==> src/rtl/core/tcaoq_pkg.sv <==
package tcaoq_pkg;

  localparam int VALUE_BITS = 32;
  localparam int IN_TDATA_BITS = 40;
  localparam int OUT_TDATA_BITS = 40;

  localparam logic MODE_PUSH = 1'b0;
  localparam logic MODE_POP  = 1'b1;

  localparam logic [1:0] REQ_EITHER  = 2'd0;
  localparam logic [1:0] REQ_CLASS_A = 2'd1;
  localparam logic [1:0] REQ_CLASS_B = 2'd2;
  localparam logic [1:0] REQ_INVALID = 2'd3;

  localparam logic CLASS_A = 1'b0;
  localparam logic CLASS_B = 1'b1;

  typedef enum logic [1:0] {
    ST_SERVED  = 2'd0,
    ST_EMPTY   = 2'd1,
    ST_PUSHED  = 2'd2,
    ST_DROPPED = 2'd3
  } status_t;

  typedef struct packed {
    logic push;
    logic pop;
  } cell_ctrl_t;

endpackage

==> src/rtl/core/two_class_age_ordered_queue.sv <==
// Channel  Dir  tdata (low bit up)                          tuser
// s_axis   in   item_value[31:0], request_class[33:32], 0   mode[0]
// m_axis   out  served_value[31:0], served_class[32], 0     status[1:0]
//
// One request per cycle unless m_axis stalls; its result is registered and appears the cycle after acceptance.
// Push and pop work on a row of cells per class, the head always in the first cell.
// Reset empties both rows of cells, clears the stamp counter and drops any held result.
// s_axis_tready follows the output register: a new item is taken while the
// result is empty or being taken.
module two_class_age_ordered_queue
  import tcaoq_pkg::*;
#(
  parameter int QUEUE_DEPTH = 16,
  parameter int STAMP_BITS  = 16
) (
  input  logic                      clk,
  input  logic                      rst,
  input  logic                      s_axis_tvalid,
  output logic                      s_axis_tready,
  input  logic [IN_TDATA_BITS-1:0]  s_axis_tdata,  // item_value, request_class
  input  logic [0:0]                s_axis_tuser,  // mode
  output logic                      m_axis_tvalid,
  input  logic                      m_axis_tready,
  output logic [OUT_TDATA_BITS-1:0] m_axis_tdata,  // served_value, served_class
  output logic [1:0]                m_axis_tuser   // status
);

  logic                         accept;
  logic                         mode;
  logic signed [VALUE_BITS-1:0] item_value;
  logic        [1:0]            request_class;
  logic                         is_a;

  cell_ctrl_t                   a_ctrl, b_ctrl;
  logic                         a_valid, b_valid, a_full, b_full;
  logic signed [VALUE_BITS-1:0] a_value, b_value;
  logic        [STAMP_BITS-1:0] a_stamp, b_stamp, stamp_diff;
  logic        [STAMP_BITS-1:0] arrival_stamp;

  logic                         pick_valid, pick_b;
  status_t                      status_next;
  logic signed [VALUE_BITS-1:0] value_next;
  logic                         class_next;

  logic                         out_valid;
  status_t                      out_status;
  logic signed [VALUE_BITS-1:0] out_value;
  logic                         out_class;

  assign accept        = s_axis_tvalid && s_axis_tready;
  assign s_axis_tready = !out_valid || m_axis_tready;
  assign mode          = s_axis_tuser[0];
  assign item_value    = s_axis_tdata[VALUE_BITS-1:0];
  assign request_class = s_axis_tdata[VALUE_BITS+1:VALUE_BITS];
  assign is_a          = item_value > 0;
  assign stamp_diff    = a_stamp - b_stamp;

  always_comb begin
    pick_valid = 1'b0;
    pick_b     = 1'b0;
    case (request_class)
      REQ_EITHER: begin
        pick_valid = a_valid || b_valid;
        if (a_valid && b_valid) begin
          pick_b = !stamp_diff[STAMP_BITS-1];
        end else begin
          pick_b = !a_valid;
        end
      end
      REQ_CLASS_A: begin
        pick_valid = a_valid;
        pick_b     = 1'b0;
      end
      REQ_CLASS_B: begin
        pick_valid = b_valid;
        pick_b     = 1'b1;
      end
      default: begin
        pick_valid = 1'b0;
        pick_b     = 1'b0;
      end
    endcase
  end

  always_comb begin
    a_ctrl      = '0;
    b_ctrl      = '0;
    status_next = ST_EMPTY;
    value_next  = '0;
    class_next  = CLASS_A;
    if (mode == MODE_PUSH) begin
      class_next = is_a ? CLASS_A : CLASS_B;
      if ((is_a && a_full) || (!is_a && b_full)) begin
        status_next = ST_DROPPED;
      end else begin
        status_next = ST_PUSHED;
        a_ctrl.push = accept && is_a;
        b_ctrl.push = accept && !is_a;
      end
    end else if (pick_valid) begin
      status_next = ST_SERVED;
      class_next  = pick_b ? CLASS_B : CLASS_A;
      value_next  = pick_b ? b_value : a_value;
      a_ctrl.pop  = accept && !pick_b;
      b_ctrl.pop  = accept && pick_b;
    end
  end

  tcaoq_fifo #(
    .DEPTH     (QUEUE_DEPTH),
    .STAMP_BITS(STAMP_BITS)
  ) u_fifo_a (
    .clk       (clk),
    .rst       (rst),
    .ctrl      (a_ctrl),
    .push_value(item_value),
    .push_stamp(arrival_stamp),
    .head_valid(a_valid),
    .head_value(a_value),
    .head_stamp(a_stamp),
    .full      (a_full)
  );

  tcaoq_fifo #(
    .DEPTH     (QUEUE_DEPTH),
    .STAMP_BITS(STAMP_BITS)
  ) u_fifo_b (
    .clk       (clk),
    .rst       (rst),
    .ctrl      (b_ctrl),
    .push_value(item_value),
    .push_stamp(arrival_stamp),
    .head_valid(b_valid),
    .head_value(b_value),
    .head_stamp(b_stamp),
    .full      (b_full)
  );

  always_ff @(posedge clk) begin
    if (rst) begin
      arrival_stamp <= '0;
    end else if (a_ctrl.push || b_ctrl.push) begin
      arrival_stamp <= arrival_stamp + 1'b1;
    end
  end

  always_ff @(posedge clk) begin
    if (rst) begin
      out_valid <= 1'b0;
    end else if (accept) begin
      out_valid <= 1'b1;
    end else if (m_axis_tready) begin
      out_valid <= 1'b0;
    end
  end

  always_ff @(posedge clk) begin
    if (accept) begin
      out_status <= status_next;
      out_value  <= value_next;
      out_class  <= class_next;
    end
  end

  assign m_axis_tvalid = out_valid;
  assign m_axis_tuser  = out_status;
  assign m_axis_tdata  = {{(OUT_TDATA_BITS-VALUE_BITS-1){1'b0}}, out_class, out_value};

endmodule

==> src/rtl/core/tcaoq_cell.sv <==
module tcaoq_cell
  import tcaoq_pkg::*;
#(
  parameter int STAMP_BITS = 16
) (
  input  logic                         clk,
  input  logic                         rst,
  input  cell_ctrl_t                   ctrl,
  input  logic signed [VALUE_BITS-1:0] push_value,
  input  logic        [STAMP_BITS-1:0] push_stamp,
  input  logic                         prev_valid,
  input  logic                         next_valid,
  input  logic signed [VALUE_BITS-1:0] next_value,
  input  logic        [STAMP_BITS-1:0] next_stamp,
  output logic                         valid,
  output logic signed [VALUE_BITS-1:0] value,
  output logic        [STAMP_BITS-1:0] stamp
);

  logic load;

  assign load = ctrl.push && !valid && prev_valid;

  always_ff @(posedge clk) begin
    if (rst) begin
      valid <= 1'b0;
    end else if (ctrl.pop) begin
      valid <= next_valid;
    end else if (load) begin
      valid <= 1'b1;
    end
  end

  // shift towards the head on a pop, take the pushed item in the first free cell
  always_ff @(posedge clk) begin
    if (ctrl.pop) begin
      value <= next_value;
      stamp <= next_stamp;
    end else if (load) begin
      value <= push_value;
      stamp <= push_stamp;
    end
  end

endmodule

==> src/rtl/core/tcaoq_fifo.sv <==
module tcaoq_fifo
  import tcaoq_pkg::*;
#(
  parameter int DEPTH      = 16,
  parameter int STAMP_BITS = 16
) (
  input  logic                         clk,
  input  logic                         rst,
  input  cell_ctrl_t                   ctrl,
  input  logic signed [VALUE_BITS-1:0] push_value,
  input  logic        [STAMP_BITS-1:0] push_stamp,
  output logic                         head_valid,
  output logic signed [VALUE_BITS-1:0] head_value,
  output logic        [STAMP_BITS-1:0] head_stamp,
  output logic                         full
);

  logic                         valid_chain [DEPTH+1];
  logic signed [VALUE_BITS-1:0] value_chain [DEPTH+1];
  logic        [STAMP_BITS-1:0] stamp_chain [DEPTH+1];

  assign valid_chain[DEPTH] = 1'b0;
  assign value_chain[DEPTH] = '0;
  assign stamp_chain[DEPTH] = '0;

  for (genvar i = 0; i < DEPTH; i++) begin : g_cell
    logic prev_valid;
    if (i == 0) begin : g_first
      assign prev_valid = 1'b1;
    end else begin : g_rest
      assign prev_valid = valid_chain[i-1];
    end

    tcaoq_cell #(
      .STAMP_BITS(STAMP_BITS)
    ) u_cell (
      .clk       (clk),
      .rst       (rst),
      .ctrl      (ctrl),
      .push_value(push_value),
      .push_stamp(push_stamp),
      .prev_valid(prev_valid),
      .next_valid(valid_chain[i+1]),
      .next_value(value_chain[i+1]),
      .next_stamp(stamp_chain[i+1]),
      .valid     (valid_chain[i]),
      .value     (value_chain[i]),
      .stamp     (stamp_chain[i])
    );
  end

  assign head_valid = valid_chain[0];
  assign head_value = value_chain[0];
  assign head_stamp = stamp_chain[0];
  assign full       = valid_chain[DEPTH-1];

endmodule
==> config.mk <==
export PLATFORM = sky130hd
export DESIGN_NAME = two_class_age_ordered_queue
export DESIGN_NICKNAME = d
export VERILOG_FILES = /design/src/rtl/core/tcaoq_pkg.sv /design/src/rtl/core/two_class_age_ordered_queue.sv /design/src/rtl/core/tcaoq_cell.sv /design/src/rtl/core/tcaoq_fifo.sv
export SDC_FILE = /design/constraint.sdc
export NUM_CORES = 2
export LEC_CHECK = 0
export ABC_AREA = 1
export BUFFER_PORTS_ARGS = -buffer_cell sky130_fd_sc_hd__buf_2
export CAP_MARGIN = 5
export CORE_ASPECT_RATIO = 1.5
export CORE_MARGIN = 2
export CORE_UTILIZATION = 45
export CTS_BUF_LIST = sky130_fd_sc_hd__clkbuf_8 sky130_fd_sc_hd__clkbuf_16
export CTS_CLUSTER_SIZE = 40
export DETAILED_ROUTE_END_ITERATION = 12
export PLACE_DENSITY = 0.6
export SYNTH_ARGS = -nofsm -noshare
export SYNTH_HDL_FRONTEND = slang
export SYNTH_HIERARCHICAL = 1
export SYNTH_SLANG_ARGS = --single-unit
==> constraint.sdc <==
create_clock -name clk -period 19.6 [get_ports clk]
set_input_delay 1.96 -clock clk [delete_from_list [all_inputs] [get_ports clk]]
set_output_delay 1.96 -clock clk [all_outputs]
set_load 0.01 [all_outputs]
After elaboration in Yosys (flattened, before gate mapping)
Cells that the tools add are included.
Storage, ports and cells
  output and inout port bits: 44
  register bits after elaboration: 1620
  input bits: 45
  word-level logic and storage cells: 452
Cells by class
  multiplexer cells: 201
  reductions and logical operators: 145
  add/sub/neg operators: 2
  $lt $le $gt $ge: 1
  equal/unequal tests: 2
Operators by type and width (number)
  $mux W32: 61
  $mux W16: 60
  $mux W1: 77
  $logic_and A1 B1 Y1: 70
  $reduce_bool A2 Y1: 31
  $logic_not A1 Y1: 36
  $gt A32 B1 Y1 const B: 1
  $add A16 B1 Y16 const B: 1
  $sub A16 B16 Y16: 1
  $logic_or A1 B1 Y1: 4
  $reduce_or A2 Y1: 2
  $pmux W1 S3: 1
  $eq A2 B1 Y1 const B: 1
  $eq A2 B2 Y1 const B: 1
  $logic_not A2 Y1: 1
  $mux W2: 1
  $pmux W1 S2: 1
  $reduce_and A2 Y1: 1

Longest topological paths before layout
  depth in word-level cells: 10
  depth in mapped cells: 21
  depth with buffers taken out: 20

Modules after synthesis
Netlist, hierarchy kept.
By module, submodules not included
  tcaoq_cell: cells each 212, times used 32, seq. area each 1461.4 µm², area each 2103.3 µm²
  two_class_age_ordered_queue: cells each 486, times used 1, seq. area each 1391.3 µm², area each 3515.9 µm²
  tcaoq_fifo: cells each 2, times used 2, seq. area each 0.0 µm², area each 7.5 µm²

Worst setup path after synthesis
OpenSTA, ideal clock, no wires.
  kind: in2reg
  from: input s_axis_tdata[33]
  to: register u_fifo_a.g_cell[0].u_cell.stamp[0], enable pin
  stages on the path: 7
  setup time: 0.406 ns
  setup slack: 11.684 ns
  required time: 19.194 ns
  path buffers: 2
  arrival: 7.510 ns
  cell sequence: o21ai_0 -> clkbuf_1 -> nand2_1 -> nor3_1 -> inv_2 -> buf_2 -> nand2_1
RTL lines
  start: declaration: line two_class_age_ordered_queue.sv:20  | input logic [IN_TDATA_BITS-1:0] s_axis_tdata,
  end signal: assignment: line tcaoq_cell.sv:38  | stamp <= next_stamp;
  end signal: assignment: line tcaoq_cell.sv:41  | stamp <= push_stamp;
  end: declaration: line tcaoq_cell.sv:17  | output logic [STAMP_BITS-1:0] stamp

==> out/summary.json <==
{
  "clock_tree": {
    "cts.path.max_buffers": 3,
    "cts_hold_buffers": 0,
    "tritoncts_num_sinks": 1620,
    "cts.clk_slew.worst_paths_ps": 60,
    "ctsRootBufferMaster": "clkbuf_16",
    "cts.repair.resized": 0,
    "cts_max_level": 4,
    "tritoncts_clock_tree": "done",
    "clkLatencyLatePin_ps": 770,
    "cts_made_buffers": 147,
    "postCtsSetupBuffers": 0
  },
  "grt": {
    "via_count_of_the_first_global_routing_pass": 40500,
    "grt_first_pass_wirelength_mm": 218,
    "groute.usage.overall_pct": 17.1,
    "antenna_found_initial": 2,
    "gr-usage-met3_pct": 2.68,
    "largest_net_degree_at_the_start_of_global_routing": 247,
    "grt_overflow_total": 0,
    "groute.layer.met2.usage_pct": 29.8,
    "use_met1_pct": 21.6,
    "grt_most_used_layer": "met2"
  },
  "worst_setup_path": {
    "path_class": "input pin to register",
    "critical_path.endpoint_type": "register",
    "crit_required_ps": 20230,
    "crit_path_start_kind": "input pin",
    "cp_data_arrival_time_ps": 8310,
    "cp_max_fo": 231
  },
  "detailed_routing": {
    "dr_total_vias": 44000,
    "finalWirelength_mm": 137,
    "drc": 0,
    "route.detailed.vias_per_inst": 4.61,
    "first_iter_violations": 3244,
    "drt_pass1_iterations": 5,
    "ant_nets": 0,
    "wire_per_inst_um": 14.4
  },
  "sta": {
    "rsz0062_at_grt": "false",
    "final_period_minus_worst_setup_slack_ps": 7670,
    "timing.max_slew.rel_slack_pct": 18.3,
    "finalCritPeriodShare_pct": 39.1,
    "setup_viol": 0,
    "maxClockFrequency_ghz": 0.130,
    "setup_tns_ps": 0,
    "max_slew_violation_count": 0,
    "tightestPinTransition_ps": 1220,
    "hold_viol": 0,
    "clock_skew_ps": 21.8,
    "final.hold.worst_slack_ps": 497
  },
  "power_and_ir_drop": {
    "total_leakage_power_nw": 33.2,
    "power.density_cell_area_nw_per_um2": 88.3,
    "ir_drop_mv": 0.0897
  },
  "placed_design": {
    "io_buffers": 75,
    "detailed_place_hpwl_mm": 85.7,
    "place.gp.congestion": 0.781,
    "instance_area_at_placement_um2": 72800
  },
  "yosys": {
    "sequential_area_share_after_synthesis_pct": 68.0,
    "asyncSetResetFlopFracSynth_pct": 0,
    "post_synth_main_area_contributors": "edfxtp_1 67%, nand2_1 25%, buf_2 1.6%, dfxtp_1 1.4%, buf_6 1.1%",
    "yosys.cell_count.top_type": "nand2_1",
    "post_synth_num_cell_types": 29,
    "ys_seq_elements": 1620,
    "ys.warnings.count": 6,
    "synth_edf_count": 1571,
    "synth-main-ff-cell": "edfxtp_1",
    "syn-cell-area_um2": 70800,
    "commonest_cells_in_the_synthesized_netlist": "4,773 x nand2_1, 1,571 x edfxtp_1, 227 x buf_2",
    "synth_top_cell_area_share_pct": 66.6,
    "post-synth-top-area-cell": "edfxtp_1",
    "avgSynthCellArea_um2": 9.74,
    "syn-instance-count": 7274
  },
  "finish": {
    "design_area_um2": 77500,
    "design.final.nets": 7410,
    "fraction_of_layout_instances_using_a_drive_strength_above_1_pct": 6.10,
    "filler_cell_count": 13900,
    "area.growth.synth_to_final_pct": 9.40
  },
  "die": {
    "core_region_area_um2": 157000,
    "fp.dieH_um": 490,
    "placement_rows": 178,
    "fp.dieArea_um2": 161000,
    "initial_utilization_pct": 45.2,
    "horizontal_extent_of_the_die_um": 328,
    "io_pins": 89
  },
  "status": {
    "run_status": "completed"
  },
  "hold_path": {
    "hold_path_class": "register to register"
  },
  "job": {
    "maxCapViolations": 0
  }
}
critical path: stages:
cell	delay (ps)
buf_2	90
inv_1	110
nand2_1	90
o21ai_0	110
nand2_1	120
clkinv_1	520
nand2_1	220
nor2_4	540
buf_12	660
buf_4	800
buf_4	950
buf_4	820
buf_4	880
nand2_1	140
nand2_1	110
power by group:
group          internal (mW)  switching [mW]
clock network           1.55            1.23
logic                 0.0705           0.169
registers               3.82          0.0116
cells by family after synthesis:
group	after synthesis	synth area share, %
XOR/XNOR	15	0.185
adder cells (fa/ha/maj)	15	0.265
AND/OR/NAND/NOR	5040	27.0
AO/OA/AOI/OAI	56	0.396
other	5	0.0265
flip-flops	1620	68.0
buffers and inverters	523	4.13
layout make-up:
| class | instances | area, µm² | area share (%) |
|---|---|---|---|
| well taps | 2070 | 2590 | 3.34 |
| diodes | 2 | 5.00 | 0.00646 |
| inverters | 173 | 649 | 0.838 |
| clock buffers | 153 | 3810 | 4.91 |
| flip-flops and latches | 1620 | 48200 | 62.2 |
| repair buffers | 175 | 1180 | 1.53 |
| multi-input cells | 5233 | 20200 | 26.1 |
| clock inverters | 119 | 843 | 1.09 |
routing by layer:
layer	up-vias	wire (µm)
met4	2	4110
met3	197	6040
met2	857	67500
li1	23300	-
met5	-	16
met1	19700	59700
state kept, by name, indices dropped and copies added (netlist names):
register / cells
u_fifo_a/g_cell.u_cell/value: 512
u_fifo_a/g_cell.u_cell/stamp: 256
out_value: 32
m_axis_tvalid: 1
arrival_stamp: 16
u_fifo_a/g_cell.u_cell/valid: 16
m_axis_tuser: 2
out_class: 1
u_fifo_b/g_cell.u_cell/valid: 16
u_fifo_b/g_cell.u_cell/stamp: 256
u_fifo_b/g_cell.u_cell/value: 512
path summary, 6_finish.rpt:
check / start / to / slack [ps] / depth (start not counted)
max: s_axis_tdata[32] / u_fifo_b/g_cell[11].u_cell/stamp[6] / 11930 / 15
min reg2reg: m_axis_tvalid / m_axis_tvalid / 500 / 2
min: m_axis_tvalid / m_axis_tvalid / 500 / 2
max reg2reg: u_fifo_b/g_cell[0].u_cell/stamp[10] / u_fifo_b/g_cell[11].u_cell/stamp[6] / 12400 / 21
placed cells by master, fill, tap and decap left out, types with 3 or more instances in the layout:
master | Yosys | final
xor2_1 | 12 | 12
buf_2 | 227 | 75
nand2_2 | 1 | 33
buf_12 | 0 | 3
nand3_1 | 118 | 118
clkbuf_16 | 0 | 151
bufinv_16 | 0 | 11
dfxtp_2 | 0 | 15
nand2_1 | 4773 | 4741
inv_6 | 0 | 8
clkinv_2 | 0 | 17
conb_1 | 5 | 107
a21oi_1 | 53 | 53
nand4_1 | 3 | 3
xnor2_1 | 3 | 3
nor2_1 | 131 | 130
inv_1 | 140 | 189
dfxtp_1 | 49 | 34
nor3_1 | 5 | 4
clkinv_1 | 1 | 31
ha_1 | 15 | 15
buf_4 | 41 | 96
edfxtp_1 | 1571 | 1571
inv_2 | 32 | 32
stage by stage:
stage	utilization (%)	power (mW)	worst slack, ps	cells
after floorplan	-	4.05	11680	7376
after global placement	46.5	4.13	11090	9270
after detailed placement	46.5	4.14	10990	9270
after CTS	49.5	6.92	11820	9542
after global routing	49.5	7.08	11170	9544
final	49.5	6.84	11930	9545
Power figures use the tool's default switching activity.
